File: config.mk
export PLATFORM = sky130hd
export DESIGN_NAME = median_distance_door_classifier
export DESIGN_NICKNAME = d
export VERILOG_FILES = /design/src/rtl/mddc_pkg.sv /design/src/rtl/median_distance_door_classifier.sv
export SDC_FILE = /design/constraint.sdc
export NUM_CORES = 1
export LEC_CHECK = 0
export BUFFER_PORTS_ARGS = -buffer_cell sky130_fd_sc_hd__buf_2
export CORE_MARGIN = 4
export CORE_UTILIZATION = 25
export CTS_CLUSTER_SIZE = 40
export DETAILED_ROUTE_END_ITERATION = 10
export PLACE_DENSITY = 0.49
export REMOVE_ABC_BUFFERS = 1
export SLEW_MARGIN = 15
export SYNTH_ARGS = -nofsm -noshare
export SYNTH_HDL_FRONTEND = slang
export SYNTH_SLANG_ARGS = --single-unit
File: constraint.sdc
create_clock -name aclk -period 18 [get_ports aclk]
set_input_delay 2.7 -clock aclk [delete_from_list [all_inputs] [get_ports aclk]]
set_output_delay 2.7 -clock aclk [all_outputs]
set_load 0.05 [all_outputs]
File: src/rtl/mddc_pkg.sv
`timescale 1ns / 1ps

package mddc_pkg;

    localparam int WINDOW      = 5;
    localparam int DIST_BITS   = 10;
    localparam int REG_BITS    = 10;
    localparam int SAMPLE_BITS = 10;
    localparam int CMP_BITS    = (DIST_BITS > REG_BITS) ? DIST_BITS : REG_BITS;
    localparam int IDX_BITS    = (WINDOW > 1) ? $clog2(WINDOW) : 1;
    localparam int CNT_BITS    = $clog2(WINDOW + 1);
    localparam int MEDIAN_RANK = WINDOW / 2;
    localparam int STEP_BITS   = 3;
    localparam int CFG_ADDR_BITS = 2;
    localparam int S_TDATA_BITS = 16;
    localparam int M_TDATA_BITS = 16;

    localparam logic [REG_BITS-1:0] MAX_VALID_RESET = REG_BITS'(300);
    localparam logic [REG_BITS-1:0] OPEN_RESET      = REG_BITS'(40);
    localparam logic [REG_BITS-1:0] CAR_IN_RESET    = REG_BITS'(180);

    typedef enum logic [CFG_ADDR_BITS-1:0] {
        REG_MAX_VALID = 2'd0,
        REG_OPEN      = 2'd1,
        REG_CAR_IN    = 2'd2
    } cfg_reg_t;

    typedef enum logic [1:0] {
        CLASS_INIT    = 2'd0,
        CLASS_OPEN    = 2'd1,
        CLASS_CAR_IN  = 2'd2,
        CLASS_CAR_OUT = 2'd3
    } door_class_t;

    typedef enum logic [2:0] {
        OP_WAIT  = 3'd0,
        OP_LOAD  = 3'd1,
        OP_CMP   = 3'd2,
        OP_CLASS = 3'd3,
        OP_EMIT  = 3'd4
    } op_t;

    typedef enum logic [1:0] {
        COND_NEXT   = 2'd0,
        COND_REJECT = 2'd1,
        COND_LOOP   = 2'd2,
        COND_ALWAYS = 2'd3
    } cond_t;

    typedef logic [STEP_BITS-1:0] step_t;

    typedef struct packed {
        op_t   op;
        cond_t cond;
        step_t target;
    } ctrl_word_t;

    localparam step_t STEP_WAIT  = 3'd0;
    localparam step_t STEP_LOAD  = 3'd1;
    localparam step_t STEP_CMP   = 3'd2;
    localparam step_t STEP_CLASS = 3'd3;
    localparam step_t STEP_EMIT  = 3'd4;

    function automatic ctrl_word_t prog_word(input step_t step);
        ctrl_word_t w;
        case (step)
            STEP_WAIT:  w = '{op: OP_WAIT,  cond: COND_REJECT, target: STEP_EMIT};
            STEP_LOAD:  w = '{op: OP_LOAD,  cond: COND_NEXT,   target: STEP_WAIT};
            STEP_CMP:   w = '{op: OP_CMP,   cond: COND_LOOP,   target: STEP_CMP};
            STEP_CLASS: w = '{op: OP_CLASS, cond: COND_NEXT,   target: STEP_WAIT};
            STEP_EMIT:  w = '{op: OP_EMIT,  cond: COND_ALWAYS, target: STEP_WAIT};
            default:    w = '{op: OP_EMIT,  cond: COND_ALWAYS, target: STEP_WAIT};
        endcase
        return w;
    endfunction

endpackage

File: src/rtl/median_distance_door_classifier.sv
`timescale 1ns / 1ps

// Channel   Direction  Beat contents
// s_        in         tdata[9:0] distance_sample
// m_        out        tdata[1:0] door_class, [2] class_changed, [3] sample_accepted,
//                      [13:4] median_distance
// cfg_      in         index 0 max_valid_distance, 1 open_below, 2 car_in_below
//
// An accepted sample passes WAIT, LOAD, CMP, CLASS and EMIT from input beat to output beat;
// one comparator ranks every window entry against every other.
// A rejected sample goes from WAIT straight to EMIT. One sample is worked on at a time.
// The next input beat is taken once the output register is free or being drained.
// Reset is synchronous, active low: clears window, median, class, flags; loads thresholds.

module median_distance_door_classifier (
    input  logic                                   aclk,
    input  logic                                   aresetn,
    input  logic                                   s_tvalid,
    output logic                                   s_tready,
    input  logic [mddc_pkg::S_TDATA_BITS-1:0]      s_tdata,   // [9:0] distance_sample
    output logic                                   m_tvalid,
    input  logic                                   m_tready,
    output logic [mddc_pkg::M_TDATA_BITS-1:0]      m_tdata,   // class, changed, accepted, median
    input  logic                                   cfg_wr_en,
    input  logic [mddc_pkg::CFG_ADDR_BITS-1:0]     cfg_addr,
    input  logic [mddc_pkg::REG_BITS-1:0]          cfg_wdata
);
    import mddc_pkg::*;

    typedef logic [DIST_BITS-1:0] dist_t;

    ctrl_word_t  cw;
    step_t       step_reg, step_next;
    dist_t       win_reg [WINDOW];
    dist_t       win_next [WINDOW];
    dist_t       a_reg [WINDOW];
    dist_t       a_next [WINDOW];
    dist_t       b_reg [WINDOW];
    dist_t       b_next [WINDOW];
    logic [IDX_BITS-1:0] i_reg, i_next, j_reg, j_next;
    logic [CNT_BITS-1:0] lt_reg, lt_next, le_reg, le_next, lt_sum, le_sum;
    dist_t       med_reg, med_next, last_median_reg, last_median_next;
    door_class_t class_reg, class_next, new_class;
    logic        changed_reg, changed_next, accepted_reg, accepted_next;
    logic        m_valid_reg, m_valid_next;
    logic [M_TDATA_BITS-1:0] m_data_reg, m_data_next;
    logic [REG_BITS-1:0] max_valid_reg, open_reg, car_in_reg;
    logic [SAMPLE_BITS-1:0] sample;
    logic        in_beat, sample_ok, out_busy, hold, jump, row_end, last_pair;
    logic [CMP_BITS-1:0] med_wide;

    assign cw        = prog_word(step_reg);
    assign sample    = s_tdata[SAMPLE_BITS-1:0];
    assign sample_ok = (sample <= max_valid_reg);
    assign out_busy  = m_valid_reg && !m_tready;
    assign s_tready  = (cw.op == OP_WAIT) && !out_busy;
    assign in_beat   = s_tvalid && s_tready;
    assign row_end   = (j_reg == IDX_BITS'(WINDOW - 1));
    assign last_pair = row_end && (i_reg == IDX_BITS'(WINDOW - 1));
    assign lt_sum    = lt_reg + CNT_BITS'(b_reg[0] <  a_reg[0]);
    assign le_sum    = le_reg + CNT_BITS'(b_reg[0] <= a_reg[0]);
    assign med_wide  = CMP_BITS'(med_reg);

    always_comb begin
        if (med_wide < CMP_BITS'(open_reg)) begin
            new_class = CLASS_OPEN;
        end else if (med_wide < CMP_BITS'(car_in_reg)) begin
            new_class = CLASS_CAR_IN;
        end else begin
            new_class = CLASS_CAR_OUT;
        end
    end

    always_comb begin
        unique case (cw.op)
            OP_WAIT: hold = !in_beat;
            OP_EMIT: hold = out_busy;
            default: hold = 1'b0;
        endcase
        unique case (cw.cond)
            COND_REJECT: jump = !sample_ok;
            COND_LOOP:   jump = !last_pair;
            COND_ALWAYS: jump = 1'b1;
            default:     jump = 1'b0;
        endcase
        if (hold) begin
            step_next = step_reg;
        end else if (jump) begin
            step_next = cw.target;
        end else begin
            step_next = step_reg + step_t'(1);
        end
    end

    always_comb begin
        win_next         = win_reg;
        a_next           = a_reg;
        b_next           = b_reg;
        i_next           = i_reg;
        j_next           = j_reg;
        lt_next          = lt_reg;
        le_next          = le_reg;
        med_next         = med_reg;
        last_median_next = last_median_reg;
        class_next       = class_reg;
        changed_next     = changed_reg;
        accepted_next    = accepted_reg;
        m_valid_next     = m_valid_reg && !m_tready;
        m_data_next      = m_data_reg;
        unique case (cw.op)
            OP_WAIT: begin
                if (in_beat) begin
                    accepted_next = sample_ok;
                    changed_next  = 1'b0;
                    if (sample_ok) begin
                        win_next[0] = DIST_BITS'(sample);
                        for (int k = 1; k < WINDOW; k++) begin
                            win_next[k] = win_reg[k-1];
                        end
                    end
                end
            end
            OP_LOAD: begin
                a_next  = win_reg;
                b_next  = win_reg;
                i_next  = '0;
                j_next  = '0;
                lt_next = '0;
                le_next = '0;
            end
            OP_CMP: begin
                for (int k = 0; k < WINDOW; k++) begin
                    b_next[k] = b_reg[(k + 1) % WINDOW];
                end
                if (row_end) begin
                    if (lt_sum <= CNT_BITS'(MEDIAN_RANK) && le_sum > CNT_BITS'(MEDIAN_RANK)) begin
                        med_next = a_reg[0];
                    end
                    for (int k = 0; k < WINDOW; k++) begin
                        a_next[k] = a_reg[(k + 1) % WINDOW];
                    end
                    j_next  = '0;
                    i_next  = i_reg + IDX_BITS'(1);
                    lt_next = '0;
                    le_next = '0;
                end else begin
                    j_next  = j_reg + IDX_BITS'(1);
                    lt_next = lt_sum;
                    le_next = le_sum;
                end
            end
            OP_CLASS: begin
                class_next       = new_class;
                changed_next     = (new_class != class_reg);
                last_median_next = med_reg;
            end
            OP_EMIT: begin
                if (!out_busy) begin
                    m_valid_next = 1'b1;
                    m_data_next  = M_TDATA_BITS'({REG_BITS'(last_median_reg), accepted_reg,
                                                  changed_reg, class_reg});
                end
            end
            default: begin
            end
        endcase
    end

    always_ff @(posedge aclk) begin
        if (!aresetn) begin
            step_reg        <= STEP_WAIT;
            for (int k = 0; k < WINDOW; k++) begin
                win_reg[k] <= '0;
            end
            last_median_reg <= '0;
            class_reg       <= CLASS_INIT;
            changed_reg     <= 1'b0;
            accepted_reg    <= 1'b0;
            m_valid_reg     <= 1'b0;
            max_valid_reg   <= MAX_VALID_RESET;
            open_reg        <= OPEN_RESET;
            car_in_reg      <= CAR_IN_RESET;
        end else begin
            step_reg        <= step_next;
            win_reg         <= win_next;
            last_median_reg <= last_median_next;
            class_reg       <= class_next;
            changed_reg     <= changed_next;
            accepted_reg    <= accepted_next;
            m_valid_reg     <= m_valid_next;
            if (cfg_wr_en) begin
                case (cfg_addr)
                    REG_MAX_VALID: max_valid_reg <= cfg_wdata;
                    REG_OPEN:      open_reg      <= cfg_wdata;
                    REG_CAR_IN:    car_in_reg    <= cfg_wdata;
                    default: begin
                    end
                endcase
            end
        end
        a_reg      <= a_next;
        b_reg      <= b_next;
        i_reg      <= i_next;
        j_reg      <= j_next;
        lt_reg     <= lt_next;
        le_reg     <= le_next;
        med_reg    <= med_next;
        m_data_reg <= m_data_next;
    end

    assign m_tvalid = m_valid_reg;
    assign m_tdata  = m_data_reg;

endmodule

==> out/metrics.csv, run 1 <==
stage,metric,value,unit
synthesis,Post-synth ARST share,0,%
power,PD cells,144,nW/um^2
grt,initial antenna violation count,0,
die,Die Wd,209,um
finish,layout filler cell count,4127,
route,WL final,21400,um
timing,Final setup viols,0,
timing,max_slew headroom,29.5,%
critical_path,CP Data Required Time,15.30,ns
placed_design,port bufs,42,
cts,Root Buffer,clkbuf_16,
cts,"CTS clk-pin slew, worst paths",0.05,ns
grt,vias in the first global route,6271,
grt,Overall Global Routing Usage,9.62,%
synthesis,register bit total from synthesis,234,
route,DRT iter0 DRCs,451,
synthesis,simple-gate share of the synthesized area,17.3,%
finish,Post-Route Utilization,29.3,%
finish,Multi-input gate area,3600,um^2
route,Routed Antenna Nets,0,
critical_path,Crit path top cell by count,buf_2,
die,full die area,43500,um^2
cts,H-tree depth,1,
die,io pins,51,
route,drt drc,0,
cts,CTS sink count,234,
finish,"commonest non-fill, non-tap cells in the layout","nand2_1 (303), edfxtp_1 (136), dfxtp_1 (98)",
placed_design,GPL Wtd Cong,0.738,
timing,setup repair after global routing missed its margin,false,
cts,Post-CTS Setup Bufs,0,
cts,Max clock buf depth,3,
placed_design,DP Cell Count,1494,
outcome,outcome,completed,
cts,# resized after CTS,0,
synthesis,synth warn,0,
critical_path,worst reg-to-reg path cell count,12,
critical_path,WS Path Type,input port to primary output,
synthesis,synthesized instance count,959,
route,vias,6592,
grt,GRT overflow,0,
synthesis,Synth Flop Type,edfxtp_1,
route,WL/cell,13.9,um
finish,Reg area,6050,um^2
critical_path,Critical Path AT,3.25,ns
cts,cts bufs inserted,26,
critical_path,Crit path largest cell delay,0.21,ns
route,router iterations before antenna repair,4,
critical_path,crit-path max FO,2,
timing,fin crit period,5.95,ns
synthesis,multiplexer share of the synthesized area,5.77,%
timing,"Hold Vio Cnt, Final",0,
finish,"most common cell after layout, fill and taps aside",nand2_1,
flow_run,max cap viols,0,
cts,CTS tree,done,
critical_path,cell chain of the critical path,buf_2 -> nor2b_1 -> nor2_2 -> buf_2,
power,maximum vdd drop,0.0626,mV
route,Vias/cell,4.27,
finish,Post-Layout Cell Count,1542,
synthesis,Post-Synthesis Cell Area,10100,um^2
finish,ratio of cells with drive above 1 in the final layout,10.0,%
finish,NumNets Final,1081,
timing,Final Cycle Share,33.1,%
synthesis,Synth Area in Adders,6.35,%
placed_design,Final HPWL DP,14000,um
timing,final max-slew violation count,0,
finish,P&R area growth vs syn,15.6,%
critical_path,Worst setup EP type,primary output,
die,Starting Density,25.3,%
finish,# diodes,0,
timing,Peak Freq,168,MHz
synthesis,largest family of logic cells by synthesized area,simple AND/OR/NAND/NOR gates,
die,core box area,39700,um^2
critical_path,critical path's slowest cell,buf_2,
power,Leak,5.10,nW
timing,total negative slack,0,ns
die,Rows,73,
synthesis,"Avg Cell Area, Syn",10.5,um^2
hold_path,hold depth,0,
timing,Worst Tran Pin Value,1.05,ns
timing,Clock Skew,0.0108,ns
grt,first-pass GRT wire length,34400,um
cts,# hold bufs at CTS,0,
synthesis,Unique masters post-synth,52,
die,Die Y,209,um
grt,largest net degree at the start of global routing,99,
synthesis,XOR/XNOR Fraction of Synth Area,0.348,%
cts,clk_lat worst skew,0.52,ns
critical_path,Worst Setup Start Kind,input port,
synthesis,complex-gate fraction of the synthesized area,5.82,%
synthesis,Post-synth EDFFs,136,
hold_path,HP Class,flop to flop,
synthesis,register area share after synthesis,60.1,%
## logic make-up after synthesis
logic type,after synthesis
compound gates,95
xor+xnor,4
fa+ha+maj,51
buf+inv,89
flops,234
mux,58
other cells,1
simple gates,427
## cell type report
cell class	count	area share [%]
well taps	525	5.65
flip-flops and latches	234	52.0
clock buffers	36	6.19
clock inverters	12	1.25
inverters	48	1.55
repair buffers	50	2.33
multi-input cells	637	31.0
## synthesized netlist by cell type (4+ instances only)
library cell	instances	area [um^2]
nor2b_1	5	31.3
o211ai_1	8	60.1
a21oi_1	38	190
mux2i_1	58	581
nand4_1	5	31.3
and3_1	8	50.1
nor3_1	7	35.0
nand2b_1	6	37.5
nor2_1	73	274
dfxtp_1	98	1960
nand2_1	304	1140
buf_12	4	80.1
a21o_1	4	30.0
edfxtp_1	136	4080
o21a_1	4	30.0
nand3_1	5	25.0
inv_1	47	176
o21ai_0	20	100
clkbuf_1	30	113
ha_1	51	638
## where the power goes
group | internal (W) | switching, W
sequential | 0.000724 | 0.0000449
combinational | 0.000107 | 0.000265
clock | 0.000323 | 0.000210
total | 0.00115 | 0.000520
## metrics by stage
stage / worst slack (ns) / hold slack, ns / power (W) / cell area [um^2]
after detailed placement: 12.03 / 0.418 / 0.00116 / 10800
after global placement: 12.04 / 0.416 / 0.00116 / 10800
after global routing: 12.00 / 0.438 / 0.00177 / 11600
final: 12.05 / 0.428 / 0.00167 / 11600
after CTS: 12.03 / 0.431 / 0.00170 / 11600
after floorplan: 11.60 / 0.408 / 0.00105 / 9810
## critical path, delay by kind of cell
kind                   cells  cell delay [ns]
buffers and inverters      2             0.31
AND/OR/NAND/NOR            2             0.24
## path summary, 6_finish.rpt
path | startpoint | endpoint | slack, ns
worst max-delay path | m_tready | s_tready | 12.05
worst min-delay path | last_median_reg[7] | m_tdata[11] | 0.43
worst max register to register | a_reg[41] | med_reg[0] | 14.18
worst min register to register | last_median_reg[7] | m_tdata[11] | 0.43
## routing by layer
| metal | global-route usage, % | vias to the layer above | part of all wire [%] |
|---|---|---|---|
| met5 | 0 | - | 0 |
| met4 | 1.80 | 0 | 1.9 |
| met3 | 1.75 | 29 | 3.6 |
| met2 | 15.1 | 111 | 44 |
| met1 | 14.0 | 3134 | 50 |
| li1 | - | 3318 | - |
Power figures use the tool's default switching activity.
==> run 2: changes to the inputs <==
==> constraint.sdc (replaced) <==
create_clock -name aclk -period 5.5 [get_ports aclk]
set_input_delay 0.825 -clock aclk [delete_from_list [all_inputs] [get_ports aclk]]
set_output_delay 0.825 -clock aclk [all_outputs]
set_load 0.05 [all_outputs]
==> out/metrics.csv, run 2 (synthesis gave the netlist of run 1 again) <==
stage,metric,value,unit,change
route,Vias/cell,4.29,,+0.42%
timing,WHS,0.430,ns,+0.00221 ns
cts,# hold bufs at CTS,0,,unchanged
critical_path,Worst Setup Start Kind,flop,,
cts,cts bufs inserted,25,,-3.8%
timing,fin crit period,3.61,ns,
hold_path,Worst Hold Launch,last_median_reg[9],,
power,Leak,5.05,nW,-1.0%
cts,Max clock buf depth,3,,unchanged
power,Pwr Total,0.00530,W,+220%
placed_design,Final HPWL DP,14200,um,+1.1%
finish,Multi-input gate area,3600,um^2,unchanged
grt,initial antenna violation count,0,,unchanged
critical_path,worst reg-to-reg path cell count,13,,+1
timing,Final Cycle Share,65.7,%,
placed_design,port bufs,42,,unchanged
grt,first-pass GRT wire length,35100,um,+2.1%
cts,CTS sink count,234,,unchanged
route,vias,6607,,+0.23%
critical_path,Critical R2R Capture,med_reg[2],,
die,full die area,43500,um^2,unchanged
grt,GRT overflow,0,,unchanged
finish,Post-Route Utilization,29.0,%,-0.29 points
finish,Reg area,6050,um^2,unchanged
timing,Final setup viols,0,,unchanged
critical_path,crit-path max FO,10,,+8
route,WL final,21500,um,+0.70%
die,io pins,51,,unchanged
die,Die Y,209,um,unchanged
finish,NumNets Final,1080,,-0.093%
route,WL/cell,14.0,um,+0.89%
critical_path,Worst R2R Start,a_reg[41],,
grt,Overall Global Routing Usage,9.75,%,+0.13 points
cts,CTS tree,done,,
die,Starting Density,25.3,%,unchanged
finish,P&R area growth vs syn,14.4,%,
finish,Post-Layout Cell Count,1539,,-0.19%
placed_design,GPL Wtd Cong,0.733,,-0.72%
critical_path,r2r setup slk,1.89,ns,-12.29 ns
finish,"commonest non-fill, non-tap cells in the layout","nand2_1 (303), edfxtp_1 (136), dfxtp_1 (98)",,
cts,"CTS clk-pin slew, worst paths",0.06,ns,about the same
timing,"Hold Vio Cnt, Final",0,,unchanged
timing,setup repair after global routing missed its margin,false,,
cts,Post-CTS Setup Bufs,0,,unchanged
die,core box area,39700,um^2,unchanged
finish,"most common cell after layout, fill and taps aside",nand2_1,,
critical_path,Worst setup EP type,flop,,
route,drt drc,0,,unchanged
hold_path,hold depth,0,,unchanged
timing,Worst Tran Pin Value,1.08,ns,+0.0230 ns
power,maximum vdd drop,0.175,mV,+180%
placed_design,DP Cell Count,1494,,unchanged
timing,total negative slack,0,ns,unchanged
critical_path,Critical Path AT,3.75,ns,+0.50 ns
critical_path,WS Path Type,flop to flop,,
hold_path,worst hold path endpoint,m_tdata[13],,
timing,max_slew headroom,27.9,%,-1.5 points
outcome,outcome,completed,,
cts,H-tree depth,1,,unchanged
cts,clk_lat worst skew,0.51,ns,about the same
critical_path,CP Data Required Time,5.63,ns,-9.67 ns
timing,Peak Freq,277,MHz,
timing,Clock Skew,0.0107,ns,-0.0000527 ns
die,Rows,73,,unchanged
cts,# resized after CTS,0,,unchanged
finish,layout filler cell count,4167,,+0.97%
route,Routed Antenna Nets,0,,unchanged
grt,largest net degree at the start of global routing,98,,-1.0%
hold_path,HP Class,flop to flop,,
finish,ratio of cells with drive above 1 in the final layout,8.97,%,-1.1 points
route,router iterations before antenna repair,4,,unchanged
die,Die Wd,209,um,unchanged
flow_run,max cap viols,0,,unchanged
finish,# diodes,0,,unchanged
cts,Root Buffer,clkbuf_16,,
timing,final max-slew violation count,0,,unchanged
grt,vias in the first global route,6489,,+3.5%
power,PD cells,461,nW/um^2,+220%
route,DRT iter0 DRCs,360,,-20%
run 2: changes by cell type in the layout (fill, tap and decap cells not counted):
cell	previous run	this run
clkinvlp_4	4	0
clkinv_2	5	1
clkinv_1	0	4
bufinv_16	3	1
clkbuf_8	1	2
clkbuf_16	27	25
clkbuf_1	8	12
run 2: where the power goes:
part	switching, W	internal [W]
Combinational	0.000870	0.000353
Clock	0.000658	0.000912
Sequential	0.000144	0.00237
Total	0.00167	0.00363
run 2: worst max-delay path by stage:
stage / cells past startpoint / from / to
floorplan: 4 / step_reg[2] / b_reg[0]
global placement: 13 / a_reg[41] / med_reg[4]
detailed placement: 13 / a_reg[41] / med_reg[4]
CTS: 13 / a_reg[41] / med_reg[2]
global route: 13 / a_reg[41] / med_reg[2]
finish: 13 / a_reg[41] / med_reg[2]
run 2: through the flow:
step                      cell area (um^2)  setup WS [ns]
after floorplan                       9810         -0.335
after global placement               10800           1.81
after detailed placement             10800           1.81
after CTS                            11500           1.79
after global routing                 11500           1.57
final                                11500           1.89
run 2: cell type report:
type	instances	area share (%)
Multi-Input combinational cell	637	31.3
Inverter	48	1.57
Clock inverter	6	0.435
Sequential cell	234	52.5
Clock buffer	39	6.07
Timing Repair Buffer	50	2.35
Tap cell	525	5.71
run 2: metal layers:
metal	global-route usage [%]	part of all wire (%)
met4	2.03	2.2
met5	0	0
met1	14.2	50
met2	15.4	44
met3	1.64	3.9
run 2: critical path, cell delays in order (launching register included):
cell      delay [ns]
edfxtp_1        0.41
inv_1           0.10
ha_1            0.24
nor2b_1         0.13
o21a_1          0.16
o21ai_0         0.14
nand2_1         0.07
a221oi_1        0.55
or2_2           0.22
ha_1            0.14
ha_1            0.16
xor2_1          0.17
a21oi_1         0.06
nor2_1          0.69
